===== src/bpab_pkg.sv =====
// Shared types, constants and register indexes of the bitmap pixel alpha blender.
package bpab_pkg;

    localparam logic INVERT_BRIGHTNESS = 1'b0;

    localparam int CFG_IDX_W = 3;
    localparam int CFG_DATA_W = 24;

    localparam logic [CFG_IDX_W-1:0] CFG_PIXEL_FORMAT = 3'd0;
    localparam logic [CFG_IDX_W-1:0] CFG_ALPHA_LAST = 3'd1;
    localparam logic [CFG_IDX_W-1:0] CFG_BYTE_ORDER = 3'd2;
    localparam logic [CFG_IDX_W-1:0] CFG_INVERT_ALPHA = 3'd3;
    localparam logic [CFG_IDX_W-1:0] CFG_FIRST_LAYER = 3'd4;
    localparam logic [CFG_IDX_W-1:0] CFG_BACKGROUND = 3'd5;
    localparam logic [CFG_IDX_W-1:0] CFG_TRANSPARENCY = 3'd6;

    localparam int QDEPTH = 4;
    localparam int QADDR_W = $clog2(QDEPTH);

    typedef struct packed {
        logic        pixel_format;
        logic        alpha_last;
        logic        byte_order;
        logic        invert_alpha;
        logic        first_layer;
        logic [23:0] background_color;
        logic [7:0]  transparency;
    } cfg_t;

    // One classified pixel with its blend weights.
    typedef struct packed {
        logic [8:0]  wc;
        logic [8:0]  wb;
        logic [23:0] color;
        logic [23:0] back;
    } job_t;

endpackage


===== src/bpab_front.sv =====
// Front part: accepts a word, unpacks the pixel, derives the blend weights.
module bpab_front
    import bpab_pkg::*;
(
    input  logic        clk,
    input  logic        rst_n,
    input  cfg_t        cfg,
    input  logic        s_tvalid,
    output logic        s_tready,
    input  logic [55:0] s_tdata,
    output logic        push,
    output job_t        push_job,
    input  logic        q_ready
);

    logic        valid_reg;
    logic [23:0] color_reg;
    logic [23:0] back_reg;
    logic [15:0] prod_reg;

    logic [7:0]  b0;
    logic [7:0]  b1;
    logic [7:0]  b2;
    logic [7:0]  b3;
    logic [7:0]  alpha;
    logic [7:0]  first_byte;
    logic [7:0]  mid_byte;
    logic [7:0]  last_byte;
    logic [23:0] color_next;
    logic [23:0] back_next;
    logic [8:0]  t;
    logic [8:0]  inv_t;
    logic [16:0] prod_full;
    logic [16:0] div_sum;
    logic [8:0]  d;
    logic        load;

    assign b0 = s_tdata[7:0];
    assign b1 = s_tdata[15:8];
    assign b2 = s_tdata[23:16];
    assign b3 = s_tdata[31:24];

    assign t = {1'b0, cfg.transparency} + {8'd0, (cfg.transparency == 8'hFF)};
    assign inv_t = 9'd256 - t;

    always_comb
    begin
        alpha = 8'd0;
        first_byte = b0;
        mid_byte = b1;
        last_byte = b2;
        if (cfg.pixel_format)
        begin
            if (cfg.alpha_last)
            begin
                alpha = b3;
            end
            else
            begin
                alpha = b0;
                first_byte = b1;
                mid_byte = b2;
                last_byte = b3;
            end
        end
        if (cfg.byte_order)
        begin
            color_next = {last_byte, mid_byte, first_byte};
        end
        else
        begin
            color_next = {first_byte, mid_byte, last_byte};
        end
        if (INVERT_BRIGHTNESS)
        begin
            color_next = ~color_next;
        end
        if (cfg.first_layer)
        begin
            back_next = cfg.background_color;
        end
        else
        begin
            back_next = s_tdata[55:32];
        end
        prod_full = {9'd0, alpha} * {8'd0, inv_t};
    end

    assign s_tready = !valid_reg || q_ready;
    assign load = s_tvalid && s_tready;

    always_ff @(posedge clk or negedge rst_n)
    begin
        if (!rst_n)
        begin
            valid_reg <= 1'b0;
        end
        else if (s_tready)
        begin
            valid_reg <= s_tvalid;
        end
    end

    always_ff @(posedge clk)
    begin
        if (load)
        begin
            color_reg <= color_next;
            back_reg <= back_next;
            prod_reg <= prod_full[15:0];
        end
    end

    // Division by 255 of a 16-bit value: (x + 1 + (x >> 8)) >> 8.
    assign div_sum = {1'b0, prod_reg} + 17'd1 + {9'd0, prod_reg[15:8]};
    assign d = div_sum[16:8];

    always_comb
    begin
        push_job.color = color_reg;
        push_job.back = back_reg;
        if (!cfg.pixel_format)
        begin
            push_job.wc = inv_t;
            push_job.wb = t;
        end
        else if (cfg.invert_alpha)
        begin
            push_job.wc = 9'd256 - d;
            push_job.wb = d;
        end
        else
        begin
            push_job.wc = d;
            push_job.wb = 9'd256 - d;
        end
    end

    assign push = valid_reg && q_ready;

endmodule


===== src/bpab_queue.sv =====
// Short queue of classified pixels between the front and back parts.
module bpab_queue
    import bpab_pkg::*;
(
    input  logic clk,
    input  logic rst_n,
    input  logic push,
    input  job_t push_job,
    output logic q_ready,
    input  logic pop,
    output logic q_valid,
    output job_t pop_job
);

    job_t               mem [QDEPTH];
    logic [QADDR_W-1:0] wr_ptr_reg;
    logic [QADDR_W-1:0] rd_ptr_reg;
    logic [QADDR_W:0]   count_reg;

    assign q_ready = (count_reg != QDEPTH[QADDR_W:0]);
    assign q_valid = (count_reg != '0);
    assign pop_job = mem[rd_ptr_reg];

    always_ff @(posedge clk or negedge rst_n)
    begin
        if (!rst_n)
        begin
            wr_ptr_reg <= '0;
            rd_ptr_reg <= '0;
            count_reg <= '0;
        end
        else
        begin
            if (push)
            begin
                wr_ptr_reg <= wr_ptr_reg + 1'b1;
            end
            if (pop)
            begin
                rd_ptr_reg <= rd_ptr_reg + 1'b1;
            end
            if (push && !pop)
            begin
                count_reg <= count_reg + 1'b1;
            end
            else if (pop && !push)
            begin
                count_reg <= count_reg - 1'b1;
            end
        end
    end

    always_ff @(posedge clk)
    begin
        if (push)
        begin
            mem[wr_ptr_reg] <= push_job;
        end
    end

endmodule


===== src/bpab_back.sv =====
// Back part: weighted sum of source and background for each channel, output register.
module bpab_back
    import bpab_pkg::*;
(
    input  logic        clk,
    input  logic        rst_n,
    input  logic        q_valid,
    input  job_t        pop_job,
    output logic        pop,
    output logic        m_tvalid,
    input  logic        m_tready,
    output logic [23:0] m_tdata
);

    logic        valid_reg;
    logic [23:0] data_reg;
    logic [23:0] data_next;
    logic [17:0] sum [3];

    always_comb
    begin
        for (int i = 0; i < 3; i++)
        begin
            sum[i] = {1'b0, {8'd0, pop_job.wc} * {9'd0, pop_job.color[8*i +: 8]}}
                   + {1'b0, {8'd0, pop_job.wb} * {9'd0, pop_job.back[8*i +: 8]}};
            data_next[8*i +: 8] = sum[i][15:8];
        end
    end

    assign pop = q_valid && (!valid_reg || m_tready);

    always_ff @(posedge clk or negedge rst_n)
    begin
        if (!rst_n)
        begin
            valid_reg <= 1'b0;
        end
        else if (!valid_reg || m_tready)
        begin
            valid_reg <= q_valid;
        end
    end

    always_ff @(posedge clk)
    begin
        if (pop)
        begin
            data_reg <= data_next;
        end
    end

    assign m_tvalid = valid_reg;
    assign m_tdata = data_reg;

endmodule


===== src/bitmap_pixel_alpha_blender.sv =====
// Top level of the bitmap pixel alpha blender: register port, front, queue and back.
// A word accepted on s_tdata passes the front register, the queue and the output
// register before it appears on m_tdata. Throughput: one word per cycle while
// m_tready stays high; a low m_tready stalls the back part and fills the queue.
// Reset (rst_n low, asynchronous) empties all stages and the queue and sets the
// registers to their defaults: first_layer is 1, all others are 0.
module bitmap_pixel_alpha_blender
    import bpab_pkg::*;
(
    input  logic                  clk,
    input  logic                  rst_n,
    input  logic                  cfg_wr_en,
    input  logic [CFG_IDX_W-1:0]  cfg_index,
    input  logic [CFG_DATA_W-1:0] cfg_wdata,
    input  logic                  s_tvalid,
    output logic                  s_tready,
    // src_byte0, src_byte1, src_byte2, src_byte3, dest_ch1, dest_ch2, dest_ch3
    input  logic [55:0]           s_tdata,
    output logic                  m_tvalid,
    input  logic                  m_tready,
    // out_ch1, out_ch2, out_ch3
    output logic [23:0]           m_tdata
);

    cfg_t cfg_reg;
    logic push;
    job_t push_job;
    logic q_ready;
    logic pop;
    logic q_valid;
    job_t pop_job;

    always_ff @(posedge clk or negedge rst_n)
    begin
        if (!rst_n)
        begin
            cfg_reg <= '{pixel_format: 1'b0, alpha_last: 1'b0, byte_order: 1'b0,
                         invert_alpha: 1'b0, first_layer: 1'b1,
                         background_color: 24'd0, transparency: 8'd0};
        end
        else if (cfg_wr_en)
        begin
            unique case (cfg_index)
                CFG_PIXEL_FORMAT: cfg_reg.pixel_format <= cfg_wdata[0];
                CFG_ALPHA_LAST:   cfg_reg.alpha_last <= cfg_wdata[0];
                CFG_BYTE_ORDER:   cfg_reg.byte_order <= cfg_wdata[0];
                CFG_INVERT_ALPHA: cfg_reg.invert_alpha <= cfg_wdata[0];
                CFG_FIRST_LAYER:  cfg_reg.first_layer <= cfg_wdata[0];
                CFG_BACKGROUND:   cfg_reg.background_color <= cfg_wdata[23:0];
                CFG_TRANSPARENCY: cfg_reg.transparency <= cfg_wdata[7:0];
                default:          cfg_reg <= cfg_reg;
            endcase
        end
    end

    bpab_front u_front (
        .clk      (clk),
        .rst_n    (rst_n),
        .cfg      (cfg_reg),
        .s_tvalid (s_tvalid),
        .s_tready (s_tready),
        .s_tdata  (s_tdata),
        .push     (push),
        .push_job (push_job),
        .q_ready  (q_ready)
    );

    bpab_queue u_queue (
        .clk      (clk),
        .rst_n    (rst_n),
        .push     (push),
        .push_job (push_job),
        .q_ready  (q_ready),
        .pop      (pop),
        .q_valid  (q_valid),
        .pop_job  (pop_job)
    );

    bpab_back u_back (
        .clk      (clk),
        .rst_n    (rst_n),
        .q_valid  (q_valid),
        .pop_job  (pop_job),
        .pop      (pop),
        .m_tvalid (m_tvalid),
        .m_tready (m_tready),
        .m_tdata  (m_tdata)
    );

endmodule


===== config.mk =====
export PLATFORM = sky130hd
export DESIGN_NAME = bitmap_pixel_alpha_blender
export DESIGN_NICKNAME = d
export VERILOG_FILES = /design/src/bpab_pkg.sv /design/src/bpab_front.sv /design/src/bpab_queue.sv /design/src/bpab_back.sv /design/src/bitmap_pixel_alpha_blender.sv
export SDC_FILE = /design/constraint.sdc
export NUM_CORES = 1
export LEC_CHECK = 0
export BUFFER_PORTS_ARGS = -buffer_cell sky130_fd_sc_hd__buf_2
export CORE_MARGIN = 2
export CORE_UTILIZATION = 58
export CTS_CLUSTER_SIZE = 14
export DETAILED_ROUTE_END_ITERATION = 8
export GPL_TIMING_DRIVEN = 0
export PLACE_DENSITY_LB_ADDON = 0.05
export SLEW_MARGIN = 5
export SYNTH_ARGS = -nofsm -noshare
export SYNTH_HDL_FRONTEND = slang
export SYNTH_SLANG_ARGS = --single-unit

===== constraint.sdc =====
create_clock -name clk -period 7.7 [get_ports clk]
set_clock_uncertainty 0.1 [all_clocks]
set_input_delay 0.385 -clock clk [delete_from_list [all_inputs] [get_ports clk]]
set_output_delay 0.385 -clock clk [all_outputs]
set_load 0.02 [all_outputs]

### After elaboration in Yosys (flattened, before gate mapping)

Memories as Yosys holds them, arrays and structs flattened.
Index checks and enable logic that the tools add are counted.

| storage, ports and cells | value |
|---|---|
| bits of input ports | 88 |
| flip-flop bits (word level) | 134 |
| output and inout bits | 26 |
| word-level logic and storage cells | 81 |
| memories kept | 1 |
| RAM bits | 264 |

| operators by class | value |
|---|---|
| add/sub/neg operators | 12 |
| multipliers | 7 |
| equality and inequality tests | 8 |
| reduce and logical (&&, ||, !) cells | 21 |
| mux-type cells | 16 |

Memory list:

| name | depth | width | rd ports | clocked after memory_dff | write ports | RTL line | text |
|---|---|---|---|---|---|---|---|
| u_queue.mem | 4 | 66 | 1 | 0 | 1 | bpab_queue.sv:15 | `job_t mem [QDEPTH];` |

Operators by type and width:

| kind | count |
|---|---|
| multiplier 9 x 8 -> 16 bit | 6 |
| two-way mux 8 bit | 8 |
| adder 16 bit | 3 |
| two-way mux 24 bit | 2 |
| two-way mux 18 bit | 2 |
| subtractor 9 bit, first input constant | 2 |
| adder 16 x 1 -> 17 bit, second input constant | 1 |
| adder 17 x 8 -> 17 bit | 1 |
| multiplier 8 x 9 -> 16 bit | 1 |
| AND reduction 2 bit | 7 |
| adder 8 x 1 -> 9 bit | 1 |
| == test 3 bit, second input constant | 3 |
| == test 8 bit, second input constant | 1 |
| == test 3 x 2 -> 1 bit, second input constant | 2 |
| two-way mux 3 bit | 2 |
| logical AND 1 bit | 5 |
| adder 2 x 1 -> 2 bit, second input constant | 2 |
| zero test 1 bit | 4 |
| adder 3 x 1 -> 3 bit, second input constant | 1 |
| == test 3 x 1 -> 1 bit, second input constant | 1 |
| zero test 3 bit | 1 |
| != test 3 bit, second input constant | 1 |
| nonzero test 3 bit | 1 |
| subtractor 3 x 1 -> 3 bit, second input constant | 1 |
| 3 further kinds | 5 |

### Logic depth before layout (Yosys ltp)

| depth | value |
|---|---|
| depth after elaboration | 6 |
| gate-level depth with buffers | 28 |

### Cells and area by module

Synthesis repeated with hierarchy kept, for this count alone.

| unflattened totals | value |
|---|---|
| cell total of the unflattened synthesis | 2,605 |
| area total of the unflattened synthesis | 31,855.6 um^2 |

By module, submodules not included:

| module | area an instance (um^2) | instances | cells an instance |
|---|---|---|---|
| bpab_back | 14,147.3 | 1 | 1,535 |
| bpab_queue | 9,938.3 | 1 | 380 |
| bpab_front | 6,234.7 | 1 | 607 |
| bitmap_pixel_alpha_blender | 1,535.2 | 1 | 83 |

### Worst setup path before layout

Ideal clock, no wire load.

| timing | value |
|---|---|
| kind | register -> register |
| start point | register u_queue.rd_ptr_reg[1] |
| end point | register u_back.data_reg[15] (netlist: u_back.m_tdata[15]) (data pin) |
| arrival time | 6,998 ps |
| library setup time | 260 ps |
| path buffers | 5 |
| data required time | 7,340 ps |
| slack | 342 ps |
| stages on the path, launching flop included | 25 |
| period minus slack after synthesis | 7,358 ps |
| cell sequence | dfrtp_1 buf_2 buf_2 buf_1 buf_2 mux4_2 clkbuf_1 nand2_1 fa_1 inv_1 fa_1 inv_1 fa_1 inv_1 fa_1 fa_1 fa_1 ha_1 a2111oi_0 o22ai_2 o311a_1 a311o_1 a21o_1 a21oi_2 xnor2_1 |

| between the ends | value |
|---|---|
| cells in the longest elaborated chain, start to end | 3 |
| elaborated cells between the ends (all ways) | 4 |
| those cells by class | add/sub: 1; mul: 2; memory: 1 |

RTL lines:

| item | RTL line | text |
|---|---|---|
| start, declared | bpab_queue.sv:17 | `logic [QADDR_W-1:0] rd_ptr_reg;` |
| start signal, assigned | bpab_queue.sv:40 | `rd_ptr_reg <= rd_ptr_reg + 1'b1;` |
| memory read (4 x 66 bit) (*) | n/a |  |
| multiplier 9 x 8 -> 16 bit, on equally long branches | bpab_back.sv:24, bpab_back.sv:25 |  |
| adder 16 bit (*) | bpab_back.sv:25 | `+ {1'b0, {8'd0, pop_job.wb} * {9'd0, pop_job.back[8*i +: 8]}};` |
| named net u_back.data_next[15] | bpab_back.sv:17 | `logic [23:0] data_next;` |
| end signal, assigned | bpab_back.sv:48 | `data_reg <= data_next;` |
| end, declared | bpab_back.sv:16 | `logic [23:0] data_reg;` |

Mark *: on every way through the listed nets, which the timed path passes. The rest lies on a longest branch.
A chain may end at the register's enable or synchronous reset.

### Worst setup path after layout

| timing | value |
|---|---|
| start point | register u_queue.rd_ptr_reg[0] |
| end point | register u_back.data_reg[22] (netlist: u_back.m_tdata[22]) (data pin) |

Same word-level chain as after synthesis.

==> flow_summary.yaml <==
place:
  portBuffers: 113
  hpwlAfterDp_um: 57800
  placedCellCount: 3426
  gp_congestion: 0.8946
  dpl_cell_area_um2: 32930
  dp_slack_ps: -1243
cells_and_area:
  final_area_um2: 35110
  largest_reg_flops: 260
  drive_above_1_share_pct: 14.71
  final_common_cell: "inv_1"
  layout_common_cells: "477 x inv_1, 360 x fa_1, 348 x edfxtp_1"
  area_growth_pct: 12.18
  n_antenna_cell: 0
  fill_cells: 4179
  fin_cells: 3552
  final_nets: 3497
clock_tree:
  tritoncts: "yes"
  path_clk_slew_ps: 60
  cts_buffer_depth: 3
  cts_sinks: 394
  insertion_delay_ps: 590
  htree_levels: 2
  numCtsBuffers: 42
  cts-root-buf: "clkbuf_16"
grt:
  antenna_found_initial: 2
  grt_max_degree: 50
  grt_pass1_wl_um: 119700
  first_global_vias: 21410
  grt-ovfl-total: 0
  track_usage_pct: 28.29
yosys:
  ys_types: 64
  syn_area_um2: 31300
  yosysSeqAreaShare_pct: 37.07
  yosys.area_share.simple_pct: 10.07
  synth-async-reset-ratio_pct: 11.68
  yosys_most_used_dff: "edfxtp_1"
  postSynthCellCount: 2611
  syn_nets: 3284
  yosysWarnings: 0
  synth_xor_area_share_pct: 2.546
  synth_top_family_by_area: "adder cells"
  synth_fa_ha_area_share_pct: 32.02
  synth_seq_cells: 394
  avgSynthCellArea_um2: 11.99
  synth_edf_count: 348
  synthMuxAreaShare_pct: 8.994
  synth_compound_area_share_pct: 2.662
sta:
  fmaxAchievable_mhz: 134.2
  hold_slack_ps: 25.76
  worst_pin_slew_ps: 1066
  slew_violations: 0
  relSlewSlack_pct: 28.41
  final_hold_viol_count: 0
  post-route-period-util_pct: 96.74
  setup_viol: 0
  finalWorstPathRequiredPeriod_ps: 7449
  fin_ws_ps: 250.9
setup_path:
  crit_path_end_kind: "register"
  crit_top_cell: "fa_1"
  worst_path_max_delay_cell: "fa_1"
  required_ps: 7950
  path_class: "register to register"
  cp.arrival_ps: 7700
  cp_num_buf_inv: 9
  cp-start-kind: "register"
  cpLargestDelayFamily: "adder cells"
  max_stage_delay_ps: 530
  crit_path_max_fanout: 10
floorplan:
  rows: 85
  core_area_um2: 53600
  pin_count: 114
  die_h_um: 236.3
  fp.dieW_um: 236.3
  start_util_pct: 58.40
  die_area_um2: 55840
routing:
  drc: 0
  wire_per_inst_um: 21.10
  drt_iter0_drc: 1203
  via_per_inst: 5.583
  drt_first_pass_iters: 5
  postRouteAntennaNets: 0
  vias: 19830
  routed_wl_um: 74950
worst_hold_path:
  hold_class: "primary input to register"
job:
  maxCapViolCount: 0
run_status:
  status: "finished clean"
==> stage by stage <==
stage / setup TNS (ps) / util (%)
final: 0 / 65.51
after global placement: -15550 / 61.08
after detailed placement: -16570 / 61.43
after global routing: -6.652 / 65.51
after floorplan: 0 / -
after CTS: 0 / 65.26
==> final cells by class <==
type                            instances  area (um2)  area share [%]
Clock buffer                           54        1159           3.299
Sequential cell                       394       11600           33.04
Clock inverter                         22       257.7          0.7340
Multi-Input combinational cell       1669       17810           50.72
Buffer                                 69       405.4           1.154
Inverter                              479        1798           5.120
Timing Repair Buffer                  169        1211           3.449
Tap cell                              696       870.8           2.480
==> routing by layer <==
metal | global-route usage [%] | routed length, um | vias up
li1 | - | - | 8932
met2 | 49.25 | 37780 | 560
met1 | 36.59 | 30120 | 10210
met4 | 10.05 | 2969 | 0
met3 | 3.733 | 4085 | 129
met5 | 0 | 0 | -
==> worst register-to-register path: cells and delay by family (launching register included) <==
kind / cells / cell delay (ps)
adder cells (fa/ha/maj): 7 / 3240
buffers and inverters: 9 / 1310
AO/OA/AOI/OAI: 4 / 990
AND/OR/NAND/NOR: 5 / 900
flip-flops: 1 / 360
XOR/XNOR: 1 / 330
==> timing repair <==
action / 4_1_cts / 5_1_grt
setup endpoints to repair: 24 / 11
hold buffers: 41 / 0
pin swaps: 0 / 1
endpoints found under the hold margin: 55 / 0
setup buffers: 6 / 3
gates resized for setup: 71 / 41
gates cloned: 1 / 0
==> Yosys cell counts (all sizes together), types with 15 or more instances <==
master / number / share of area [%]
o21ai: 43 / 0.69
mux2i: 54 / 1.7
fa: 360 / 23
xor2: 27 / 0.76
or2: 15 / 0.30
xnor2: 64 / 1.8
mux4: 54 / 3.9
buf: 20 / 0.30
dfrtp: 45 / 3.6
nand2: 238 / 2.9
ha: 225 / 9.0
a21oi: 33 / 0.54
and2: 186 / 3.7
edfxtp: 348 / 33
clkbuf: 50 / 0.60
nor2: 148 / 1.8
inv: 478 / 5.7
mux2: 94 / 3.4
==> cells by family after synthesis <==
family,Yosys count
buffers and inverters,549
DFF,394
and+or+nand+nor,659
AOI/OAI and AO/OA,131
xor gates and xnor gates,91
muxes,202
adders and majority gates,585
==> worst paths after layout <==
path | end | cells after the start | slack (ps) | from
worst max register to register | u_back.m_tdata[22] | 26 | 250 | u_queue.rd_ptr_reg[0]
max in group asynchronous | u_queue.rd_ptr_reg[1] | 2 | 6690 | rst_n
min in group asynchronous | u_queue.wr_ptr_reg[1] | 2 | 270 | rst_n
worst min-delay path | u_front.color_reg[12] | 2 | 30 | s_tdata[20]
worst max-delay path | u_back.m_tdata[22] | 26 | 250 | u_queue.rd_ptr_reg[0]
worst min register to register | u_queue.mem[2][42] | 0 | 390 | u_front.color_reg[18]
Power is not shown: default switching activity piles up to over one toggle a cycle in this logic, so the estimate is an artifact.
